File: src/rtl/core/jdt_pkg.sv
// ----------------------------------------------------------------------------
// jdt_pkg
// Shared constants, codes and word types of the job dispatch table.
// ----------------------------------------------------------------------------
package jdt_pkg;

   localparam int MAX_JOBS   = 64;
   localparam int IDX_W      = $clog2(MAX_JOBS);
   localparam int COUNT_W    = $clog2(MAX_JOBS + 1);

   // find-first search is split into groups of eight flags
   localparam int PICK_GRP   = 8;
   localparam int PICK_OFF_W = $clog2(PICK_GRP);
   localparam int PICK_NGRP  = MAX_JOBS / PICK_GRP;
   localparam int PICK_GRP_W = $clog2(PICK_NGRP);

   localparam logic [2:0] ACT_CREATE   = 3'd0;
   localparam logic [2:0] ACT_ACQUIRE  = 3'd1;
   localparam logic [2:0] ACT_COMPLETE = 3'd2;
   localparam logic [2:0] ACT_RELEASE  = 3'd3;
   localparam logic [2:0] ACT_READ     = 3'd4;

   localparam logic [1:0] STATUS_WAITING   = 2'd0;
   localparam logic [1:0] STATUS_ASSIGNED  = 2'd1;
   localparam logic [1:0] STATUS_COMPLETED = 2'd2;

   localparam logic [15:0] NO_WORKER = 16'hFFFF;

   typedef struct packed {
      logic [2:0]  action;
      logic [7:0]  kind;
      logic [15:0] target_flag;
      logic [7:0]  building;
      logic [15:0] work_time;
      logic [15:0] worker_id;
      logic [5:0]  entry_id;
   } req_word_type;

   typedef struct packed {
      logic        ok;
      logic [5:0]  result_id;
      logic [1:0]  entry_status;
      logic [7:0]  entry_kind;
      logic [15:0] entry_target;
      logic [7:0]  entry_building;
      logic [15:0] entry_worker;
      logic [15:0] entry_time;
      logic [6:0]  waiting_count;
      logic [6:0]  assigned_count;
      logic [6:0]  completed_count;
   } rsp_word_type;

   typedef struct packed {
      logic [1:0]  status;
      logic [7:0]  kind;
      logic [15:0] target;
      logic [7:0]  building;
      logic [15:0] worker;
      logic [15:0] work_time;
   } entry_type;

   typedef struct packed {
      logic             found;
      logic [IDX_W-1:0] idx;
   } pick_type;

endpackage

File: src/rtl/core/jdt_req_if.sv
// ----------------------------------------------------------------------------
// jdt_req_if
// Request channel: valid/ready handshake carrying one request word.
// ----------------------------------------------------------------------------
interface jdt_req_if;
   import jdt_pkg::*;

   logic         valid;
   logic         ready;
   req_word_type word;

   modport source (output valid, output word, input ready);
   modport sink   (input valid, input word, output ready);
endinterface

File: src/rtl/core/jdt_rsp_if.sv
// ----------------------------------------------------------------------------
// jdt_rsp_if
// Response channel: valid/ready handshake carrying one response word.
// ----------------------------------------------------------------------------
interface jdt_rsp_if;
   import jdt_pkg::*;

   logic         valid;
   logic         ready;
   rsp_word_type word;

   modport source (output valid, output word, input ready);
   modport sink   (input valid, input word, output ready);
endinterface

File: src/rtl/core/jdt_entry_mem.sv
// ----------------------------------------------------------------------------
// jdt_entry_mem
// Entry memory: one write port, one read port with registered read data.
// ----------------------------------------------------------------------------
module jdt_entry_mem (
   input  logic                          clock,
   input  logic                          rd_en,
   input  logic [jdt_pkg::IDX_W-1:0]     rd_addr,
   output jdt_pkg::entry_type            rd_data,
   input  logic                          wr_en,
   input  logic [jdt_pkg::IDX_W-1:0]     wr_addr,
   input  jdt_pkg::entry_type            wr_data
);
   import jdt_pkg::*;

   entry_type mem [MAX_JOBS];
   entry_type rd_data_ff;

   always_ff @(posedge clock) begin
      if (wr_en) begin
         mem[wr_addr] <= wr_data;
      end
   end

   always_ff @(posedge clock) begin
      if (rd_en) begin
         rd_data_ff <= mem[rd_addr];
      end
   end

   assign rd_data = rd_data_ff;
endmodule

File: src/rtl/core/jdt_pick.sv
// ----------------------------------------------------------------------------
// jdt_pick
// Find-first over the waiting flags: lowest set flag, searched in groups.
// ----------------------------------------------------------------------------
module jdt_pick (
   input  logic [jdt_pkg::MAX_JOBS-1:0] waiting_vec,
   output jdt_pkg::pick_type            pick
);
   import jdt_pkg::*;

   logic [PICK_NGRP-1:0]  grp_any;
   logic [PICK_OFF_W-1:0] grp_off [PICK_NGRP];
   logic [PICK_GRP_W-1:0] grp_sel;

   // lowest set flag inside each group
   always_comb begin
      for (int g = 0; g < PICK_NGRP; g++) begin
         grp_any[g] = |waiting_vec[g*PICK_GRP +: PICK_GRP];
         grp_off[g] = '0;
         for (int k = PICK_GRP - 1; k >= 0; k--) begin
            if (waiting_vec[g*PICK_GRP + k]) begin
               grp_off[g] = PICK_OFF_W'(k);
            end
         end
      end
   end

   // lowest group holding a set flag
   always_comb begin
      grp_sel = '0;
      for (int g = PICK_NGRP - 1; g >= 0; g--) begin
         if (grp_any[g]) begin
            grp_sel = PICK_GRP_W'(g);
         end
      end
   end

   assign pick.found = |grp_any;
   assign pick.idx   = {grp_sel, grp_off[grp_sel]};
endmodule

File: src/rtl/core/job_dispatch_table.sv
// ----------------------------------------------------------------------------
// job_dispatch_table
// Append-only job table with create, acquire, complete, release and read.
// ----------------------------------------------------------------------------
// Each request has an accept step and a write-back step. In the accept cycle
// the target entry is chosen (fill position for create, lowest waiting entry
// for acquire, the given id otherwise) and its read is issued to the entry
// memory; in the write-back step the read data is modified, written back and
// the response word is loaded into the output register. The single-ported
// read of the entry memory sets this pace: a new request is taken only after
// the write-back. A finished response waiting in the output register does
// not block the next request; only the write-back cycle waits for the output
// register to free up. Entries are stored without reset and need no clearing
// pass: only read data of entries below the fill count is ever used, and
// each of those was written by create. Every response carries the waiting,
// assigned and completed counts after the step; a worker value of all ones
// means no worker.
// ----------------------------------------------------------------------------
module job_dispatch_table (
   input  logic      clock,
   input  logic      reset,
   jdt_req_if.sink   req_bus,
   jdt_rsp_if.source rsp_bus
);
   import jdt_pkg::*;

   localparam logic ST_IDLE = 1'b0;
   localparam logic ST_EXEC = 1'b1;

   logic                 state_ff, state_in;
   req_word_type         op_ff;
   logic [IDX_W-1:0]     addr_ff, addr_in;
   logic                 create_ok_ff, found_ff, id_ok_ff;
   logic [COUNT_W-1:0]   fill_ff, fill_in;
   logic [COUNT_W-1:0]   waiting_ff, waiting_in;
   logic [COUNT_W-1:0]   assigned_ff, assigned_in;
   logic [COUNT_W-1:0]   completed_ff, completed_in;
   logic [MAX_JOBS-1:0]  waiting_vec_ff, waiting_vec_in;
   logic                 rsp_valid_ff, rsp_valid_in;
   rsp_word_type         rsp_word_ff, rsp_word_in;

   logic                 req_fire;
   logic                 exec_fire;
   pick_type             pick;
   entry_type            rd_entry;
   logic                 wr_req;
   entry_type            wr_entry;
   logic [1:0]           new_status;

   // ---------------------------------------------------------------------
   // Handshake: take a word whenever no request is in its write-back cycle.
   // Retire the write-back only when the output register is free.
   // ---------------------------------------------------------------------
   assign req_bus.ready = (state_ff == ST_IDLE);
   assign req_fire      = req_bus.valid && req_bus.ready;
   assign exec_fire     = (state_ff == ST_EXEC) && (!rsp_valid_ff || rsp_bus.ready);

   assign rsp_bus.valid = rsp_valid_ff;
   assign rsp_bus.word  = rsp_word_ff;

   // lowest-numbered waiting entry, from the flag vector
   jdt_pick u_pick (
      .waiting_vec (waiting_vec_ff),
      .pick        (pick)
   );

   // choose the entry this request touches
   always_comb begin
      case (req_bus.word.action)
         ACT_CREATE:  addr_in = fill_ff[IDX_W-1:0];
         ACT_ACQUIRE: addr_in = pick.idx;
         default:     addr_in = IDX_W'(req_bus.word.entry_id);
      endcase
   end

   jdt_entry_mem u_entry_mem (
      .clock   (clock),
      .rd_en   (req_fire),
      .rd_addr (addr_in),
      .rd_data (rd_entry),
      .wr_en   (exec_fire && wr_req),
      .wr_addr (addr_ff),
      .wr_data (wr_entry)
   );

   // ---------------------------------------------------------------------
   // Hold the request and its checks for the write-back cycle.
   // ---------------------------------------------------------------------
   always_ff @(posedge clock) begin
      if (req_fire) begin
         op_ff        <= req_bus.word;
         addr_ff      <= addr_in;
         create_ok_ff <= (fill_ff < COUNT_W'(MAX_JOBS));
         found_ff     <= pick.found;
         id_ok_ff     <= (COUNT_W'(req_bus.word.entry_id) < fill_ff);
      end
   end

   // ---------------------------------------------------------------------
   // Modify: build the write-back entry, the new counts and the response.
   // ---------------------------------------------------------------------
   always_comb begin
      wr_req         = 1'b0;
      wr_entry       = rd_entry;
      fill_in        = fill_ff;
      waiting_in     = waiting_ff;
      assigned_in    = assigned_ff;
      completed_in   = completed_ff;
      waiting_vec_in = waiting_vec_ff;
      new_status     = (op_ff.action == ACT_COMPLETE) ? STATUS_COMPLETED : STATUS_WAITING;
      rsp_word_in    = '0;

      case (op_ff.action)
         ACT_CREATE: begin
            if (create_ok_ff) begin
               wr_req             = 1'b1;
               wr_entry.status    = STATUS_WAITING;
               wr_entry.kind      = op_ff.kind;
               wr_entry.target    = op_ff.target_flag;
               wr_entry.building  = op_ff.building;
               wr_entry.worker    = NO_WORKER;
               wr_entry.work_time = op_ff.work_time;
               fill_in            = fill_ff + COUNT_W'(1);
               waiting_in         = waiting_ff + COUNT_W'(1);
               waiting_vec_in[addr_ff] = 1'b1;
               rsp_word_in.ok        = 1'b1;
               rsp_word_in.result_id = 6'(addr_ff);
            end
         end
         ACT_ACQUIRE: begin
            if (found_ff) begin
               wr_req          = 1'b1;
               wr_entry.status = STATUS_ASSIGNED;
               wr_entry.worker = op_ff.worker_id;
               waiting_in      = waiting_ff - COUNT_W'(1);
               assigned_in     = assigned_ff + COUNT_W'(1);
               waiting_vec_in[addr_ff] = 1'b0;
               rsp_word_in.ok        = 1'b1;
               rsp_word_in.result_id = 6'(addr_ff);
            end
         end
         ACT_COMPLETE, ACT_RELEASE: begin
            if (id_ok_ff) begin
               wr_req          = 1'b1;
               wr_entry.status = new_status;
               wr_entry.worker = NO_WORKER;
               // drop the entry from its old class
               case (rd_entry.status)
                  STATUS_WAITING:   waiting_in   = waiting_ff - COUNT_W'(1);
                  STATUS_ASSIGNED:  assigned_in  = assigned_ff - COUNT_W'(1);
                  STATUS_COMPLETED: completed_in = completed_ff - COUNT_W'(1);
                  default:          ;
               endcase
               // and add it to the new one
               if (new_status == STATUS_WAITING) begin
                  waiting_in = waiting_in + COUNT_W'(1);
               end else begin
                  completed_in = completed_in + COUNT_W'(1);
               end
               waiting_vec_in[addr_ff] = (new_status == STATUS_WAITING);
               rsp_word_in.ok = 1'b1;
            end
         end
         ACT_READ: begin
            if (id_ok_ff) begin
               rsp_word_in.ok             = 1'b1;
               rsp_word_in.entry_status   = rd_entry.status;
               rsp_word_in.entry_kind     = rd_entry.kind;
               rsp_word_in.entry_target   = rd_entry.target;
               rsp_word_in.entry_building = rd_entry.building;
               rsp_word_in.entry_worker   = rd_entry.worker;
               rsp_word_in.entry_time     = rd_entry.work_time;
            end
         end
         default: ;
      endcase

      rsp_word_in.waiting_count   = 7'(waiting_in);
      rsp_word_in.assigned_count  = 7'(assigned_in);
      rsp_word_in.completed_count = 7'(completed_in);
   end

   // ---------------------------------------------------------------------
   // Sequencer and output register.
   // ---------------------------------------------------------------------
   always_comb begin
      case (state_ff)
         ST_IDLE: state_in = req_fire ? ST_EXEC : ST_IDLE;
         ST_EXEC: state_in = exec_fire ? ST_IDLE : ST_EXEC;
         default: state_in = ST_IDLE;
      endcase
   end

   always_comb begin
      if (exec_fire) begin
         rsp_valid_in = 1'b1;
      end else if (rsp_bus.ready) begin
         rsp_valid_in = 1'b0;
      end else begin
         rsp_valid_in = rsp_valid_ff;
      end
   end

   always_ff @(posedge clock) begin
      if (reset) begin
         state_ff       <= ST_IDLE;
         rsp_valid_ff   <= 1'b0;
         fill_ff        <= '0;
         waiting_ff     <= '0;
         assigned_ff    <= '0;
         completed_ff   <= '0;
         waiting_vec_ff <= '0;
      end else begin
         state_ff     <= state_in;
         rsp_valid_ff <= rsp_valid_in;
         // advance table state only as the response is loaded
         if (exec_fire) begin
            fill_ff        <= fill_in;
            waiting_ff     <= waiting_in;
            assigned_ff    <= assigned_in;
            completed_ff   <= completed_in;
            waiting_vec_ff <= waiting_vec_in;
         end
      end
   end

   always_ff @(posedge clock) begin
      if (exec_fire) begin
         rsp_word_ff <= rsp_word_in;
      end
   end
endmodule

File: src/flat_wrapper.sv
// flat-port wrapper written by rule: the top's interface ports become plain ports
module job_dispatch_table_flat import jdt_pkg::*;
  (clock, reset, req_bus_valid, req_bus_word, req_bus_ready, rsp_bus_valid, rsp_bus_word, rsp_bus_ready);
  jdt_req_if req_bus_i ();
  jdt_rsp_if rsp_bus_i ();
  input  logic clock;
  input  logic reset;
  input wire logic [$bits(req_bus_i.valid)-1:0] req_bus_valid;
  input wire logic [$bits(req_bus_i.word)-1:0] req_bus_word;
  output wire logic [$bits(req_bus_i.ready)-1:0] req_bus_ready;
  output wire logic [$bits(rsp_bus_i.valid)-1:0] rsp_bus_valid;
  output wire logic [$bits(rsp_bus_i.word)-1:0] rsp_bus_word;
  input wire logic [$bits(rsp_bus_i.ready)-1:0] rsp_bus_ready;
  assign req_bus_i.valid = req_bus_valid;
  assign req_bus_i.word = req_bus_word;
  assign req_bus_ready = req_bus_i.ready;
  assign rsp_bus_valid = rsp_bus_i.valid;
  assign rsp_bus_word = rsp_bus_i.word;
  assign rsp_bus_i.ready = rsp_bus_ready;
  job_dispatch_table u_core (.clock(clock), .reset(reset), .req_bus(req_bus_i), .rsp_bus(rsp_bus_i));
endmodule
File: config.mk
export PLATFORM = sky130hd
export DESIGN_NAME = job_dispatch_table_flat
export DESIGN_NICKNAME = d
export VERILOG_FILES = /design/src/rtl/core/jdt_pkg.sv /design/src/rtl/core/jdt_req_if.sv /design/src/rtl/core/jdt_rsp_if.sv /design/src/rtl/core/jdt_entry_mem.sv /design/src/rtl/core/jdt_pick.sv /design/src/rtl/core/job_dispatch_table.sv /design/src/flat_wrapper.sv
export SDC_FILE = /design/constraint.sdc
export NUM_CORES = 2
export LEC_CHECK = 0
export BUFFER_PORTS_ARGS = -buffer_cell sky130_fd_sc_hd__buf_2
export CORE_UTILIZATION = 55
export DETAILED_ROUTE_END_ITERATION = 10
export PLACE_DENSITY_LB_ADDON = 0.25
export RECOVER_POWER = 50
export SLEW_MARGIN = 10
export SYNTH_ARGS = -nofsm -noshare
export SYNTH_HDL_FRONTEND = slang
export SYNTH_HIERARCHICAL = 1
export SYNTH_MEMORY_MAX_BITS = 65536
export SYNTH_SLANG_ARGS = --single-unit
File: constraint.sdc
create_clock -name clock -period 9.02 [get_ports clock]
set_input_delay 0.902 -clock clock [delete_from_list [all_inputs] [get_ports clock]]
set_output_delay 0.902 -clock clock [all_outputs]
set_load 0.005 [all_outputs]
======== Word-level counts from Yosys, hierarchy flattened ========
Memory sizes are Yosys's and may differ from the RTL's. A register that Yosys moved wholly into a read port is not among the register bits.
Cells that the tools add are included.
storage, ports and cells
  memories kept ........................... 1
  word-level logic and storage cells ...... 209
  memory bits (writable) .................. 4224
  input bits .............................. 77
  register bits after elaboration ......... 264
  output and inout bits ................... 96
memory list
  name                    words  width  rd ports  clocked after Yosys merged registers in  wr ports  RTL line             RTL
  u_core.u_entry_mem.mem  64     66     1         1                                        1         jdt_entry_mem.sv:16  entry_type mem [MAX_JOBS];
operators by class
  bitwise gates (word level) .............. 5
  order comparisons ....................... 5
  reduce and logical (&&, ||, !) cells .... 26
  add/subtract/negate cells ............... 8
  multiplexer cells ....................... 126
  equal/unequal tests ..................... 10
operators by type and width
  kind                                                                          number
  3-bit two-way mux                                                             74
  64-bit two-way mux                                                            3
  64-bit one-hot mux with 3 select lines                                        1
  7-bit two-way mux                                                             18
  66-bit two-way mux                                                            1
  64-bit AND                                                                    1
  64-bit bitwise mux                                                            1
  64-bit inverter                                                               1
  64-bit bitwise OR                                                             1
  64-bit OR reduction                                                           1
  8-bit OR reduction                                                            8
  16-bit two-way mux                                                            3
  16-bit one-hot mux with 3 select lines                                        1
  7-bit by 1-bit adder with 7-bit output, second input constant                 5
  32-bit two-way mux                                                            1
  6-bit one-hot mux with 2 select lines                                         2
  7-bit one-hot mux with 3 select lines                                         1
  7-bit by 1-bit subtractor with 7-bit output, second input constant            3
  7-bit one-hot mux with 2 select lines                                         1
  1-bit two-way mux                                                             10
  3-bit binary-select mux with 3-bit select                                     1
  6-bit by 7-bit less-than comparator with 1-bit output                         1
  6-bit by 7-bit less-than comparator with 1-bit output, second input constant  1
  7-bit less-than comparator, second input constant                             1
  other kinds (27)                                                              39

======== Depth between registers and ports, before layout ========
  depth in word-level cells ............... 14
  gate-level depth with buffers ........... 18
  mapped depth without buffers ............ 13

======== By module ========
Netlist, hierarchy kept.
modules (own cells, without submodules)
  module              seq. area each (sq um)  cells each  times used  area each (sq um)
  jdt_entry_mem       128823.6                6852        1           161174.6
  job_dispatch_table  6986.7                  1038        1           11860.1
  jdt_pick            0.0                     142         1           1008.5

======== Worst setup path after synthesis ========
No wires, ideal clock.
  path type ............................... input port to flip-flop
  start ................................... input req_bus_valid
  end ..................................... register u_core.addr_ff[0] (enable)
  data required time ...................... 8.358 ns
  buffers on the path ..................... 0
  slack ................................... 1.310 ns
  library setup time ...................... 0.662 ns
  cell stages on the path ................. 1
  arrival time ............................ 7.048 ns
  cells stage by stage .................... nor2b_1
on the way
  longest elaborated chain between the ends .. 1
RTL lines
  item                  RTL line                  RTL
  from (decl)           flat_wrapper.sv:8         input wire logic [$bits(req_bus_i.valid)-1:0] req_bus_valid;
  1-bit logical AND     job_dispatch_table.sv:55  assign req_fire = req_bus.valid && req_bus.ready;
  to (signal assigned)  job_dispatch_table.sv:92  addr_ff <= addr_in;
  to (decl)             job_dispatch_table.sv:32  logic [IDX_W-1:0] addr_ff, addr_in;
No other way between the ends.
A chain may end at the register's enable or synchronous reset.

==> out/qor.csv <==
metric,value,unit
cp_top_family,simple AND/OR/NAND/NOR gates,
outcome,"complete, but fails checks",
fin_nets,8530,
grt_pass1_vias,87700,
critPathMostFrequentCell,nor4_1,
htree_levels,5,
path_class,reg -> reg,
tightest_slew,3.93,ns
syn_to_final_growth,12.2,%
skew,0.0901,ns
final_area,195000,µm²
async_reset_ff_frac,0,
cts_tree,done,
comb_power_share,0.068,
crit_arrival,8.32,ns
row_count,206,
reg2reg_from,u_core/waiting_vec_ff[5]$_SDFFE_PP0P_,
cp_slowest_cell,clkbuf_1,
syn_nets,8122,
tritoncts.num_buffers,445,
synth_flop_cell,edfxtp_1,
synth_area,174000,µm²
cp_max_fo,37,
die_w,565,µm
powerDensity,232,nW/µm²
p_leak,0.0597,µW
slew_headroom,-1.62,
port_buffers,172,
max_cap_viol_count,46,
gp_congestion,0.877,
switching_share,0.226,
hp-class,in -> reg,
hold_start,req_bus_word[9],
vias,89900,
grt_antenna_before_repair,34,
ctsHoldBuffers,0,
post-cts-setup-buffers,0,
wl,488,mm
ys_warn_count,6,
p_int,35000,µW
synth_edf_count,4460,
clockPowerShare,0.401,
drive_gt1_frac,0.242,
path_clk_slew,0.07,ns
gr-usage-all-layers,0.307,
end_kind,register,
whs,0.0859,ns
postSynthCellCount,8032,
ant_nets,0,
ios,173,
route.detailed.drc,0,
fin_setup_tns,0,ns
grt_pass1_wl,680,mm
wl_per_cell,37.5,µm
cts_resized,0,
switching_power,10300,µW
grt_overflow_total,0,
synth_seq_cells,4554,
violations,"capacitance limit, slew limit",
drt-initial-drc-count,15000,
synthDistinctLibCells,95,
drv_slew,2651,
core,315000,µm²
peakVddDrop,0.000186,V
die-area,319000,µm²
cp_cell_sequence,nor4_1 -> nand4_1 -> and2b_4 -> mux2i_1 -> o21ai_4 -> clkbuf_1 -> nand2_4 -> buf_4 -> o22ai_1 -> nor4_1 -> o22a_1,
rsz0062_at_grt,false,
crit_required,9.75,ns
dieHeight,565,µm
cts_buffer_depth,4,
startpoint,u_core/waiting_vec_ff[5]$_SDFFE_PP0P_,
avgSynthCellArea,21.7,µm²
slowest_delay,2.16,ns
grt_max_degree,122,
clkSinkCount,4554,
clk_latency,1.00,ns
place_area,181000,µm²
max_freq,132,MHz
clockRootBuffer,clkbuf_16,
finalHoldViolations,0,
worstPathBufferInverterCount,2,
drt-pass1-iter-count,8,
ys_seq_area_frac,0.780,
period_share,0.842,
vias_per_cell,6.91,
period_needed,7.60,ns
initial_core_util,0.553,
dpl.hpwl,273,mm
worst_setup_path_start_kind,register,
seqPwrFrac,0.531,
setup_violations,0,
[cells in the mapped netlist (23+ instances only)]
library cell / number / area [µm²]
nor2b_1: 107 / 669
buf_2: 109 / 546
a211oi_1: 115 / 863
nor2_1: 196 / 736
nor3_1: 94 / 470
inv_1: 35 / 131
o211ai_1: 40 / 300
o22ai_1: 321 / 2010
a21oi_1: 74 / 370
o21ai_0: 66 / 330
mux2_2: 56 / 631
xnor2_1: 33 / 289
mux4_2: 1009 / 22700
and2_1: 79 / 494
nor4_1: 64 / 400
o22a_1: 72 / 631
clkbuf_1: 254 / 953
mux2i_1: 114 / 1140
edfxtp_1: 4460 / 134000
a22oi_1: 56 / 420
dfxtp_1: 94 / 1880
buf_4: 43 / 323
buf_6: 23 / 259
nand2_1: 111 / 417
buf_1: 37 / 139
nand3_1: 41 / 205
o221ai_1: 68 / 596
[registers in the layout, indices dropped and copies added (netlist names)]
register                    count
u_core/completed_ff             7
u_core/addr_ff                  6
u_core/waiting_vec_ff          64
u_core/waiting_ff               7
u_core/u_entry_mem/rd_data     66
u_core/fill_ff                  7
u_core/assigned_ff              7
u_core/u_entry_mem/mem       4224
u_core/found_ff                 1
u_core/id_ok_ff                 1
u_core/state_ff                 1
u_core/op_ff                   67
u_core/rsp_bus.word            94
u_core/rsp_bus.valid            1
u_core/create_ok_ff             1
[layout by cell type (no fill, tap or decap), types with 114 or more instances in the layout]
| cell | count |
|---|---|
| buf_4 | 178 |
| clkbuf_1 | 191 |
| nor2_1 | 133 |
| mux4_2 | 1009 |
| a211oi_1 | 114 |
| clkbuf_16 | 451 |
| mux2i_1 | 114 |
| clkinv_1 | 131 |
| o22ai_1 | 321 |
| edfxtp_1 | 4460 |
[final timing paths]
| check | to | slack [ns] | cells past startpoint |
|---|---|---|---|
| hold reg to reg | u_core/waiting_vec_ff[33]$_SDFFE_PP0P_ | 0.51 | 2 |
| setup / recovery | u_core/u_entry_mem/rd_data[53]$_DFFE_PP_ | 1.42 | 11 |
| setup reg to reg | u_core/u_entry_mem/rd_data[53]$_DFFE_PP_ | 1.42 | 11 |
| hold / removal | u_core/op_ff[9]$_DFFE_PP_ | 0.09 | 1 |
[power groups by stage]
| stage | logic [µW] | registers [µW] | clock network (µW) |
|---|---|---|---|
| floorplan | 1800 | 24300 | 0 |
| global placement | 2950 | 24400 | 0 |
| detailed placement | 3030 | 24500 | 0 |
| CTS | 3040 | 24000 | 18300 |
| global route | 3180 | 24100 | 19100 |
| finish | 3060 | 24100 | 18200 |
[stage by stage]
stage                util  total power [µW]  worst slack [ns]  cells
finish              0.620             45300              1.42  13000
global route        0.620             46300              1.34  13000
CTS                 0.620             45400              2.77  13000
detailed placement  0.575             27500              2.77  12200
global placement    0.575             27400              2.85  12100
floorplan               -             26100              1.31   8032
[routing by layer]
layer  share of wire  up-vias  GRT usage
met5         0.00028        -          0
met4           0.038       20      0.106
met3            0.14      887     0.0817
met2            0.46     6512      0.463
met1            0.37    47500      0.440
li1                -    35000          -
[layout make-up]
cell class              instances  area [µm²]
clock buffers                 535       11600
diodes                         23        57.6
flip-flops and latches       4554      136000
inverters                      37         144
fillers                     21100      120000
well taps                    4160        5200
repair buffers                428        3200
clock inverters               293        2620
multi-input cells            2974       36600
[kinds of logic (layout without fill, tap and decap cells)]
logic type | count (synthesis) | after routing | synth area share
muxes | 1179 | 1179 | 0.141
AOI/OAI and AO/OA | 917 | 917 | 0.0366
DFF | 4554 | 4554 | 0.780
xor gates and xnor gates | 44 | 44 | 0.00221
other | 0 | 23 | 0
adders and majority gates | 13 | 13 | 0.000935
and+or+nand+nor | 821 | 821 | 0.0256
buffers and inverters | 504 | 1293 | 0.0136
Power figures use the tool's default switching activity.
